===== src/rtl/lmdd_pkg.sv =====
package lmdd_pkg;

  // Field widths of the request and result transactions.
  localparam int unsigned ACTION_W      = 2;
  localparam int unsigned THREAD_ID_W   = 3;
  localparam int unsigned RESOURCE_ID_W = 4;
  localparam int unsigned OWNER_ID_W    = 3;
  localparam int unsigned CYCLE_MASK_W  = 8;

  typedef enum logic [ACTION_W-1:0] {
    ACT_REQUEST = 2'd0,
    ACT_ACQUIRE = 2'd1,
    ACT_RELEASE = 2'd2
  } action_e;

  // Commands from the controller to the datapath.
  typedef struct packed {
    logic accept;     // take the presented request transaction
    logic root_step;  // pick the next unseen root
    logic walk_step;  // examine one neighbour or backtrack one level
    logic load_res;   // copy the search outcome into the result register
    logic load_zero;  // load an all-zero result
  } ctrl_cmd_t;

  // Status from the datapath to the controller.
  typedef struct packed {
    logic need_search;  // presented item is a blocked request
    logic no_root;      // every node has been visited
    logic found;        // the current step hits a node on the path
    logic exhausted;    // the current root has no neighbours left
  } dp_status_t;

endpackage


===== src/rtl/lmdd_req_if.sv =====
interface lmdd_req_if;
  logic                                  valid;
  logic                                  ready;
  logic [lmdd_pkg::ACTION_W-1:0]         action;
  logic [lmdd_pkg::THREAD_ID_W-1:0]      thread_id;
  logic [lmdd_pkg::RESOURCE_ID_W-1:0]    resource_id;

  modport source (output valid, action, thread_id, resource_id, input ready);
  modport sink (input valid, action, thread_id, resource_id, output ready);
endinterface


===== src/rtl/lmdd_res_if.sv =====
interface lmdd_res_if;
  logic                                 valid;
  logic                                 ready;
  logic                                 blocked;
  logic [lmdd_pkg::OWNER_ID_W-1:0]      owner_id;
  logic                                 deadlock;
  logic [lmdd_pkg::CYCLE_MASK_W-1:0]    cycle_mask;

  modport source (output valid, blocked, owner_id, deadlock, cycle_mask, input ready);
  modport sink (input valid, blocked, owner_id, deadlock, cycle_mask, output ready);
endinterface


===== src/rtl/lock_manager_deadlock_detector_top.sv =====
// Timing: acquire, release, ignored items and requests for a free resource give their
// result in the cycle after acceptance; a blocked request gives its result once the search
// is over, which runs through the roots started, the descents to an unseen neighbour and
// the backtracks, and later still while an earlier result still waits to be taken.
// Throughput: one transaction at a time; the next is accepted once its result slot is free.
// Reset (asynchronous, active low) empties the wait-for graph and the ownership table.
module lock_manager_deadlock_detector_top #(
  parameter int unsigned THREADS   = 8,
  parameter int unsigned RESOURCES = 16
) (
  input logic        clk_i,
  input logic        rst_ni,
  lmdd_req_if.sink   req_i,
  lmdd_res_if.source res_o
);

  // The controller sequences each transaction: it accepts a request, then, for a
  // blocked request, alternates between choosing a fresh root and walking the
  // graph one edge per cycle, until a back edge is found or every node is seen.
  lmdd_pkg::ctrl_cmd_t  cmd;
  lmdd_pkg::dp_status_t sts;

  lmdd_ctrl u_ctrl (
    .clk_i       (clk_i),
    .rst_ni      (rst_ni),
    .in_valid_i  (req_i.valid),
    .in_ready_o  (req_i.ready),
    .out_valid_o (res_o.valid),
    .out_ready_i (res_o.ready),
    .sts_i       (sts),
    .cmd_o       (cmd)
  );

  // The datapath holds the ownership table, the wait-for graph held as one row of
  // edges per thread, the explicit depth-first stack and the result register.
  lmdd_datapath #(
    .THREADS   (THREADS),
    .RESOURCES (RESOURCES)
  ) u_datapath (
    .clk_i         (clk_i),
    .rst_ni        (rst_ni),
    .action_i      (req_i.action),
    .thread_id_i   (req_i.thread_id),
    .resource_id_i (req_i.resource_id),
    .cmd_i         (cmd),
    .sts_o         (sts),
    .blocked_o     (res_o.blocked),
    .owner_id_o    (res_o.owner_id),
    .deadlock_o    (res_o.deadlock),
    .cycle_mask_o  (res_o.cycle_mask)
  );

  // No new transaction is taken while a search is walking the graph.
  a_no_accept_in_walk: assert property (@(posedge clk_i) disable iff (!rst_ni)
    cmd.walk_step |-> !req_i.ready)
    else $error("request accepted during a graph walk");

  // A deadlock is only ever reported for a blocked request.
  a_deadlock_needs_block: assert property (@(posedge clk_i) disable iff (!rst_ni)
    (res_o.valid && res_o.deadlock) |-> res_o.blocked)
    else $error("deadlock reported without a blocked request");

  // An unblocked result carries no owner and no path.
  a_unblocked_clean: assert property (@(posedge clk_i) disable iff (!rst_ni)
    (res_o.valid && !res_o.blocked) |-> (res_o.owner_id == '0 && res_o.cycle_mask == '0))
    else $error("unblocked result carries owner or path bits");

  // A transaction needing no search produces its result in the next cycle.
  a_quick_result: assert property (@(posedge clk_i) disable iff (!rst_ni)
    (req_i.valid && req_i.ready && !sts.need_search) |=> res_o.valid)
    else $error("immediate result missing");

endmodule


===== src/rtl/lmdd_ctrl.sv =====
module lmdd_ctrl (
  input  logic                   clk_i,
  input  logic                   rst_ni,
  input  logic                   in_valid_i,
  output logic                   in_ready_o,
  output logic                   out_valid_o,
  input  logic                   out_ready_i,
  input  lmdd_pkg::dp_status_t   sts_i,
  output lmdd_pkg::ctrl_cmd_t    cmd_o
);

  typedef enum logic [3:0] {
    ST_IDLE = 4'b0001,
    ST_ROOT = 4'b0010,
    ST_WALK = 4'b0100,
    ST_DONE = 4'b1000
  } state_e;

  state_e state_q, state_d;
  logic   out_valid_q, out_valid_d;
  logic   slot_free;

  assign slot_free = !out_valid_q || out_ready_i;

  always_comb begin
    state_d    = state_q;
    cmd_o      = '0;
    in_ready_o = 1'b0;
    unique case (state_q)
      ST_IDLE: begin
        in_ready_o = slot_free;
        if (in_valid_i && slot_free) begin
          cmd_o.accept = 1'b1;
          if (sts_i.need_search) begin
            state_d = ST_ROOT;
          end else begin
            cmd_o.load_zero = 1'b1;
          end
        end
      end
      ST_ROOT: begin
        cmd_o.root_step = 1'b1;
        state_d = sts_i.no_root ? ST_DONE : ST_WALK;
      end
      ST_WALK: begin
        cmd_o.walk_step = 1'b1;
        if (sts_i.found) begin
          state_d = ST_DONE;
        end else if (sts_i.exhausted) begin
          state_d = ST_ROOT;
        end
      end
      ST_DONE: begin
        if (slot_free) begin
          cmd_o.load_res = 1'b1;
          state_d = ST_IDLE;
        end
      end
      default: begin
        state_d = ST_IDLE;
      end
    endcase
  end

  always_comb begin
    if (cmd_o.load_res || cmd_o.load_zero) begin
      out_valid_d = 1'b1;
    end else if (out_ready_i) begin
      out_valid_d = 1'b0;
    end else begin
      out_valid_d = out_valid_q;
    end
  end

  always_ff @(posedge clk_i or negedge rst_ni) begin
    if (!rst_ni) begin
      state_q     <= ST_IDLE;
      out_valid_q <= 1'b0;
    end else begin
      state_q     <= state_d;
      out_valid_q <= out_valid_d;
    end
  end

  assign out_valid_o = out_valid_q;

endmodule


===== src/rtl/lmdd_datapath.sv =====
module lmdd_datapath #(
  parameter int unsigned THREADS   = 8,
  parameter int unsigned RESOURCES = 16
) (
  input  logic                                  clk_i,
  input  logic                                  rst_ni,
  input  logic [lmdd_pkg::ACTION_W-1:0]         action_i,
  input  logic [lmdd_pkg::THREAD_ID_W-1:0]      thread_id_i,
  input  logic [lmdd_pkg::RESOURCE_ID_W-1:0]    resource_id_i,
  input  lmdd_pkg::ctrl_cmd_t                   cmd_i,
  output lmdd_pkg::dp_status_t                  sts_o,
  output logic                                  blocked_o,
  output logic [lmdd_pkg::OWNER_ID_W-1:0]       owner_id_o,
  output logic                                  deadlock_o,
  output logic [lmdd_pkg::CYCLE_MASK_W-1:0]     cycle_mask_o
);

  localparam int unsigned TW = $clog2(THREADS);
  localparam int unsigned RW = (RESOURCES > 1) ? $clog2(RESOURCES) : 1;
  localparam int unsigned PW = $clog2(THREADS + 1);

  function automatic logic [TW-1:0] lowest_idx(input logic [THREADS-1:0] vec);
    logic [TW-1:0] idx;
    idx = '0;
    for (int i = THREADS - 1; i >= 0; i--) begin
      if (vec[i]) begin
        idx = TW'(i);
      end
    end
    return idx;
  endfunction

  // Wait-for graph and ownership table.
  logic [THREADS-1:0]   wait_q [THREADS];
  logic [RESOURCES-1:0] own_q  [THREADS];

  // Search state.
  logic [THREADS-1:0] seen_q, path_q;
  logic [TW-1:0]      cur_q;
  logic [PW-1:0]      ptr_q;
  logic [TW-1:0]      sp_q;
  logic [TW-1:0]      stk_node_q [THREADS];
  logic [PW-1:0]      stk_ptr_q  [THREADS];

  // Working result and result register.
  logic                                 blocked_q, deadlock_q;
  logic [lmdd_pkg::OWNER_ID_W-1:0]      owner_q;
  logic [lmdd_pkg::CYCLE_MASK_W-1:0]    mask_q;
  logic                                 out_blocked_q, out_deadlock_q;
  logic [lmdd_pkg::OWNER_ID_W-1:0]      out_owner_q;
  logic [lmdd_pkg::CYCLE_MASK_W-1:0]    out_mask_q;

  logic [TW-1:0]      tid_idx;
  logic [RW-1:0]      res_idx;
  logic               tid_ok, res_ok, item_ok;
  logic [THREADS-1:0] own_col;
  logic               own_any;
  logic [TW-1:0]      own_first;
  logic [THREADS-1:0] row, ge_mask, cand, unseen;
  logic               cand_any, nxt_on_path;
  logic [TW-1:0]      nxt, root;
  logic [TW-1:0]      sp_dec;
  logic [31:0]        path_wide;

  assign tid_idx = TW'(thread_id_i);
  assign res_idx = RW'(resource_id_i);
  assign tid_ok  = 32'(thread_id_i) < 32'(THREADS);
  assign res_ok  = 32'(resource_id_i) < 32'(RESOURCES);
  assign item_ok = tid_ok && res_ok;

  always_comb begin
    for (int t = 0; t < THREADS; t++) begin
      own_col[t] = own_q[t][res_idx];
    end
  end

  assign own_any   = |own_col;
  assign own_first = lowest_idx(own_col);

  // Neighbours of the current node not yet examined, skipping finished nodes.
  assign row = wait_q[cur_q];
  always_comb begin
    for (int i = 0; i < THREADS; i++) begin
      ge_mask[i] = 32'(i) >= 32'(ptr_q);
    end
  end
  assign cand        = row & ge_mask & (~seen_q | path_q);
  assign cand_any    = |cand;
  assign nxt         = lowest_idx(cand);
  assign nxt_on_path = path_q[nxt];
  assign unseen      = ~seen_q;
  assign root        = lowest_idx(unseen);
  assign sp_dec      = sp_q - TW'(1);
  assign path_wide   = 32'(path_q);

  always_comb begin
    sts_o.need_search = item_ok && (action_i == lmdd_pkg::ACT_REQUEST) && own_any;
    sts_o.no_root     = (unseen == '0);
    sts_o.found       = cand_any && nxt_on_path;
    sts_o.exhausted   = !cand_any && (sp_q == '0);
  end

  always_ff @(posedge clk_i or negedge rst_ni) begin
    if (!rst_ni) begin
      for (int t = 0; t < THREADS; t++) begin
        wait_q[t] <= '0;
        own_q[t]  <= '0;
      end
    end else if (cmd_i.accept && item_ok) begin
      unique case (action_i)
        lmdd_pkg::ACT_REQUEST: begin
          if (own_any) begin
            wait_q[tid_idx][own_first] <= 1'b1;
          end
        end
        lmdd_pkg::ACT_ACQUIRE: begin
          own_q[tid_idx][res_idx] <= 1'b1;
        end
        lmdd_pkg::ACT_RELEASE: begin
          own_q[tid_idx][res_idx] <= 1'b0;
        end
        default: begin
        end
      endcase
    end
  end

  always_ff @(posedge clk_i) begin
    if (cmd_i.accept) begin
      blocked_q  <= sts_o.need_search;
      owner_q    <= sts_o.need_search ? lmdd_pkg::OWNER_ID_W'(own_first) : '0;
      deadlock_q <= 1'b0;
      mask_q     <= '0;
      seen_q     <= '0;
      path_q     <= '0;
    end
    if (cmd_i.root_step && !sts_o.no_root) begin
      cur_q        <= root;
      ptr_q        <= '0;
      sp_q         <= '0;
      seen_q[root] <= 1'b1;
      path_q[root] <= 1'b1;
    end
    if (cmd_i.walk_step) begin
      if (cand_any) begin
        if (nxt_on_path) begin
          deadlock_q <= 1'b1;
          mask_q     <= path_wide[lmdd_pkg::CYCLE_MASK_W-1:0];
        end else begin
          stk_node_q[sp_q] <= cur_q;
          stk_ptr_q[sp_q]  <= PW'(32'(nxt) + 32'd1);
          sp_q             <= sp_q + TW'(1);
          cur_q            <= nxt;
          ptr_q            <= '0;
          seen_q[nxt]      <= 1'b1;
          path_q[nxt]      <= 1'b1;
        end
      end else begin
        path_q[cur_q] <= 1'b0;
        if (sp_q != '0) begin
          cur_q <= stk_node_q[sp_dec];
          ptr_q <= stk_ptr_q[sp_dec];
          sp_q  <= sp_dec;
        end
      end
    end
  end

  always_ff @(posedge clk_i) begin
    if (cmd_i.load_zero) begin
      out_blocked_q  <= 1'b0;
      out_owner_q    <= '0;
      out_deadlock_q <= 1'b0;
      out_mask_q     <= '0;
    end else if (cmd_i.load_res) begin
      out_blocked_q  <= blocked_q;
      out_owner_q    <= owner_q;
      out_deadlock_q <= deadlock_q;
      out_mask_q     <= mask_q;
    end
  end

  assign blocked_o    = out_blocked_q;
  assign owner_id_o   = out_owner_q;
  assign deadlock_o   = out_deadlock_q;
  assign cycle_mask_o = out_mask_q;

endmodule


===== src/flat_wrapper.sv =====
// flat-port wrapper written by rule: the top's interface ports become plain ports
module lock_manager_deadlock_detector_top_flat 
#(
  parameter int unsigned THREADS   = 8,
  parameter int unsigned RESOURCES = 16
)
  (clk_i, rst_ni, req_i_valid, req_i_action, req_i_thread_id, req_i_resource_id, req_i_ready, res_o_valid, res_o_blocked, res_o_owner_id, res_o_deadlock, res_o_cycle_mask, res_o_ready);
  lmdd_req_if req_i_i ();
  lmdd_res_if res_o_i ();
  input logic clk_i;
  input logic rst_ni;
  input wire logic [$bits(req_i_i.valid)-1:0] req_i_valid;
  input wire logic [$bits(req_i_i.action)-1:0] req_i_action;
  input wire logic [$bits(req_i_i.thread_id)-1:0] req_i_thread_id;
  input wire logic [$bits(req_i_i.resource_id)-1:0] req_i_resource_id;
  output wire logic [$bits(req_i_i.ready)-1:0] req_i_ready;
  output wire logic [$bits(res_o_i.valid)-1:0] res_o_valid;
  output wire logic [$bits(res_o_i.blocked)-1:0] res_o_blocked;
  output wire logic [$bits(res_o_i.owner_id)-1:0] res_o_owner_id;
  output wire logic [$bits(res_o_i.deadlock)-1:0] res_o_deadlock;
  output wire logic [$bits(res_o_i.cycle_mask)-1:0] res_o_cycle_mask;
  input wire logic [$bits(res_o_i.ready)-1:0] res_o_ready;
  assign req_i_i.valid = req_i_valid;
  assign req_i_i.action = req_i_action;
  assign req_i_i.thread_id = req_i_thread_id;
  assign req_i_i.resource_id = req_i_resource_id;
  assign req_i_ready = req_i_i.ready;
  assign res_o_valid = res_o_i.valid;
  assign res_o_blocked = res_o_i.blocked;
  assign res_o_owner_id = res_o_i.owner_id;
  assign res_o_deadlock = res_o_i.deadlock;
  assign res_o_cycle_mask = res_o_i.cycle_mask;
  assign res_o_i.ready = res_o_ready;
  lock_manager_deadlock_detector_top #(.THREADS(THREADS), .RESOURCES(RESOURCES)) u_core (.clk_i(clk_i), .rst_ni(rst_ni), .req_i(req_i_i), .res_o(res_o_i));
endmodule

===== config.mk =====
export PLATFORM = sky130hd
export DESIGN_NAME = lock_manager_deadlock_detector_top_flat
export DESIGN_NICKNAME = d
export VERILOG_FILES = /design/src/rtl/lmdd_pkg.sv /design/src/rtl/lmdd_req_if.sv /design/src/rtl/lmdd_res_if.sv /design/src/rtl/lock_manager_deadlock_detector_top.sv /design/src/rtl/lmdd_ctrl.sv /design/src/rtl/lmdd_datapath.sv /design/src/flat_wrapper.sv
export SDC_FILE = /design/constraint.sdc
export NUM_CORES = 1
export LEC_CHECK = 0
export CORE_ASPECT_RATIO = 0.75
export CORE_MARGIN = 5
export CORE_UTILIZATION = 31
export DETAILED_ROUTE_END_ITERATION = 8
export DONT_BUFFER_PORTS = 1
export PLACE_DENSITY = 0.41
export SLEW_MARGIN = 5
export SYNTH_ARGS = -nofsm -noshare
export SYNTH_HDL_FRONTEND = slang
export SYNTH_SLANG_ARGS = --single-unit

===== constraint.sdc =====
create_clock -name clk_i -period 5.9 [get_ports clk_i]
set_input_delay 0.59 -clock clk_i [delete_from_list [all_inputs] [get_ports clk_i]]
set_output_delay 0.59 -clock clk_i [all_outputs]
set_load 0.05 [all_outputs]

==> results.py <==
metrics = {
    "die": {
        "fp.dieW_um": 257,
        "start_util_pct": 31.5,
        "ios": 28,
        "die_h_um": 195,
        "die_area_mm2": 0.0501,
        "rows": 67,
        "core-area_mm2": 0.0449,
    },
    "critical_path": {
        "path_cells": "mux2i_1 > mux4_2 > a211oi_4 > nor3_2 > a211o_1 > a2111oi_4 > or2_1 > and3_1 > and4_1",
        "cp-start-kind": "flip-flop",
        "crit_required_ps": 6090,
        "crit_buf_inv": 0,
        "worst_path_largest_cell_delay_ps": 920,
        "ff2ff_setup_slack_ps": 1330,
        "crit_type": "flip-flop to flip-flop",
        "cp_max_fo": 38,
        "worstPathArrival_ps": 4760,
        "slowest_stage": "dfxtp_2",
        "path_delay_family": "simple AND/OR/NAND/NOR gates",
        "crit_path_end_kind": "flip-flop",
    },
    "route": {
        "drcViolationCount": 0,
        "vias_per_cell": 5.33,
        "drtAntennaViolNets": 0,
        "detail_route.iter0.violations": 855,
        "via_count": 9704,
        "drt_pass1_iterations": 5,
        "routedWlPerCell_um": 22.2,
        "drt-total-wl_mm": 40.4,
    },
    "clocking": {
        "clkSlewWorstSetupHoldPaths_ps": 60,
        "htree_levels": 2,
        "clk_latency_ps": 530,
        "root_buffer": "clkbuf_16",
        "cts_sinks": 305,
        "cts_tree": "yes",
        "post_cts_buffers": 0,
        "cts.repair.resized": 0,
        "cts-buffers-inserted": 35,
        "clockBufferDepth": 3,
    },
    "global_route": {
        "grt_max_degree": 198,
        "grt_usage_pct": 15.9,
        "grt_pass1_vias": 9435,
        "antenna_found_initial": 0,
        "overflow": 0,
        "grt_pass1_wl_mm": 62.4,
    },
    "layout": {
        "drive_above_1_share_pct": 12.4,
        "fin_util_pct": 35.3,
        "final_common_cell": "dfrtp_1",
        "area_growth_pct": 12.1,
        "fillers": 4459,
        "final_cell_mix": "dfrtp_1, o21ai_0, nand2_1",
        "final_area_mm2": 0.0159,
        "stdcell_count": 1821,
        "layout.nets": 1226,
    },
    "placed_design": {
        "port-buffer-count": 0,
        "placed_area_mm2": 0.0146,
        "gp_congestion": 0.846,
        "place_inst": 1755,
        "hpwl_mm": 26.8,
    },
    "pwr": {
        "power_density_mw_per_mm2": 308,
        "comb_power_share_pct": 7.1,
        "total_power_uw": 4890,
        "switching_share_pct": 24.2,
        "total_leakage_power_uw": 0.00632,
        "intPower_uw": 3700,
        "power.ir.vdd_worst_uv": 145,
        "pwr-share-seq_pct": 46.2,
        "pwr-share-clk_pct": 46.7,
        "switchingPower_uw": 1180,
    },
    "synth": {
        "synth_nets": 1262,
        "synth_edf_count": 60,
        "yosys_warnings": 0,
        "ys_types": 65,
        "ys.flop_type": "dfrtp_1",
        "synth-seq-area-share_pct": 54.3,
        "async_flop_share_pct": 64.6,
        "ys_ff_latch": 305,
        "syn_inst": 1243,
        "syn_avg_cell_area_um2": 11.4,
        "syn_area_mm2": 0.0142,
    },
    "timing": {
        "final_hold_viol_count": 0,
        "relSlewSlack_pct": 15.0,
        "rsz0062_at_grt": "false",
        "finalSetupTns_ps": 0,
        "period_needed_ps": 4570,
        "worstMarginPinSlew_ps": 1270,
        "setup_viol": 0,
        "fin_skew_ps": 37.6,
        "report.final.slew_viol_count": 0,
        "max_freq_mhz": 219,
        "finalCritPeriodShare_pct": 77.5,
    },
    "min_path": {
        "min_path_type": "primary input to async pin",
    },
    "flow_run": {
        "cap_violations": 0,
    },
    "run_status": {
        "outcome": "finished, final reports clean",
    },
}
power by group through the flow:
| stage | registers, µW | clock network (µW) | logic (µW) |
|---|---|---|---|
| 6_report | 2260 | 2280 | 348 |
| 5_1_grt | 2260 | 2430 | 389 |
| 4_1_cts | 2260 | 2350 | 352 |
| 3_5_place_dp | 2300 | 0 | 321 |
| 3_3_place_gp | 2300 | 0 | 319 |
| 2_1_floorplan | 2280 | 0 | 254 |
kinds of logic (layout without fill, tap and decap cells):
family	count (synthesis)	count (layout)	synth area share, %
buf+inv	115	106	3.46
fa+ha+maj	6	6	0.530
other cells	0	1	0
mux	113	113	13.1
simple gates	306	306	10.1
flops	305	305	54.3
compound gates	396	396	18.4
xor+xnor	2	2	0.124
Yosys cell counts (all sizes together) (4+ instances only):
master / count / area share (%)
nor2b: 10 / 0.44
o2bb2ai: 6 / 0.37
edfxtp: 60 / 13
nand2: 138 / 3.7
buf: 21 / 0.97
ha: 6 / 0.53
a31oi: 10 / 0.44
and2: 7 / 0.31
or2: 5 / 0.22
o21bai: 48 / 2.5
or3: 5 / 0.22
mux2: 8 / 0.64
nor2: 60 / 1.6
clkbuf: 69 / 1.8
or3b: 4 / 0.25
inv: 25 / 0.66
nand4: 6 / 0.26
a21o: 22 / 1.2
o2111ai: 5 / 0.31
nor3b: 6 / 0.32
dfxtp: 48 / 6.8
nand3: 16 / 0.57
nor3: 14 / 0.57
and4: 5 / 0.31
mux2i: 48 / 3.4
mux4: 57 / 9.1
nor4: 5 / 0.22
a211oi: 6 / 0.41
and3: 9 / 0.40
a21oi: 38 / 1.3
dfrtp: 196 / 35
o21ai: 139 / 4.9
o31ai: 92 / 4.9
nand2b: 8 / 0.35
per-layer routing:
metal,GRT usage (%),share of wire [%]
met2,21.2,39
met5,0,0
met1,26.2,54
met4,2.84,1.4
met3,3.68,5.9
through the flow:
stage          worst slack, ps  hold slack (ps)
6_report                  1330              115
5_1_grt                    988              226
4_1_cts                   1310              187
3_5_place_dp              1320              305
3_3_place_gp              1380              304
2_1_floorplan             1980              294
final timing paths:
kind / startpoint / end / depth (start not counted)
worst max-delay path: u_core.u_datapath.cur_q[0] / u_core.u_datapath.stk_node_q[4][2] / 9
worst max register to register: u_core.u_datapath.cur_q[0] / u_core.u_datapath.stk_node_q[4][2] / 9
min in group clk_i: req_i_valid / u_core.u_ctrl.state_q[0] / 3
worst min register to register: u_core.u_datapath.wait_q[30] / u_core.u_datapath.wait_q[30] / 1
worst min-delay path: rst_ni / async pin / 1
max in group asynchronous: rst_ni / async pin / 1
what timing repair did:
item | in CTS | in global routing
endpoints found under the setup margin | 0 | 0
hold buffers | 1 | 0
hold endpoints to repair | 197 | 0
final cells by class:
class	instances	area, µm²	area share [%]
repair buffers	17	148	0.930
diodes	1	2.50	0.0158
clock buffers	53	1060	6.65
multi-input cells	823	6000	37.8
inverters	25	93.8	0.591
clock inverters	11	149	0.938
flip-flops and latches	305	7690	48.5
well taps	586	733	4.62
(Power assumes the default switching activity.)
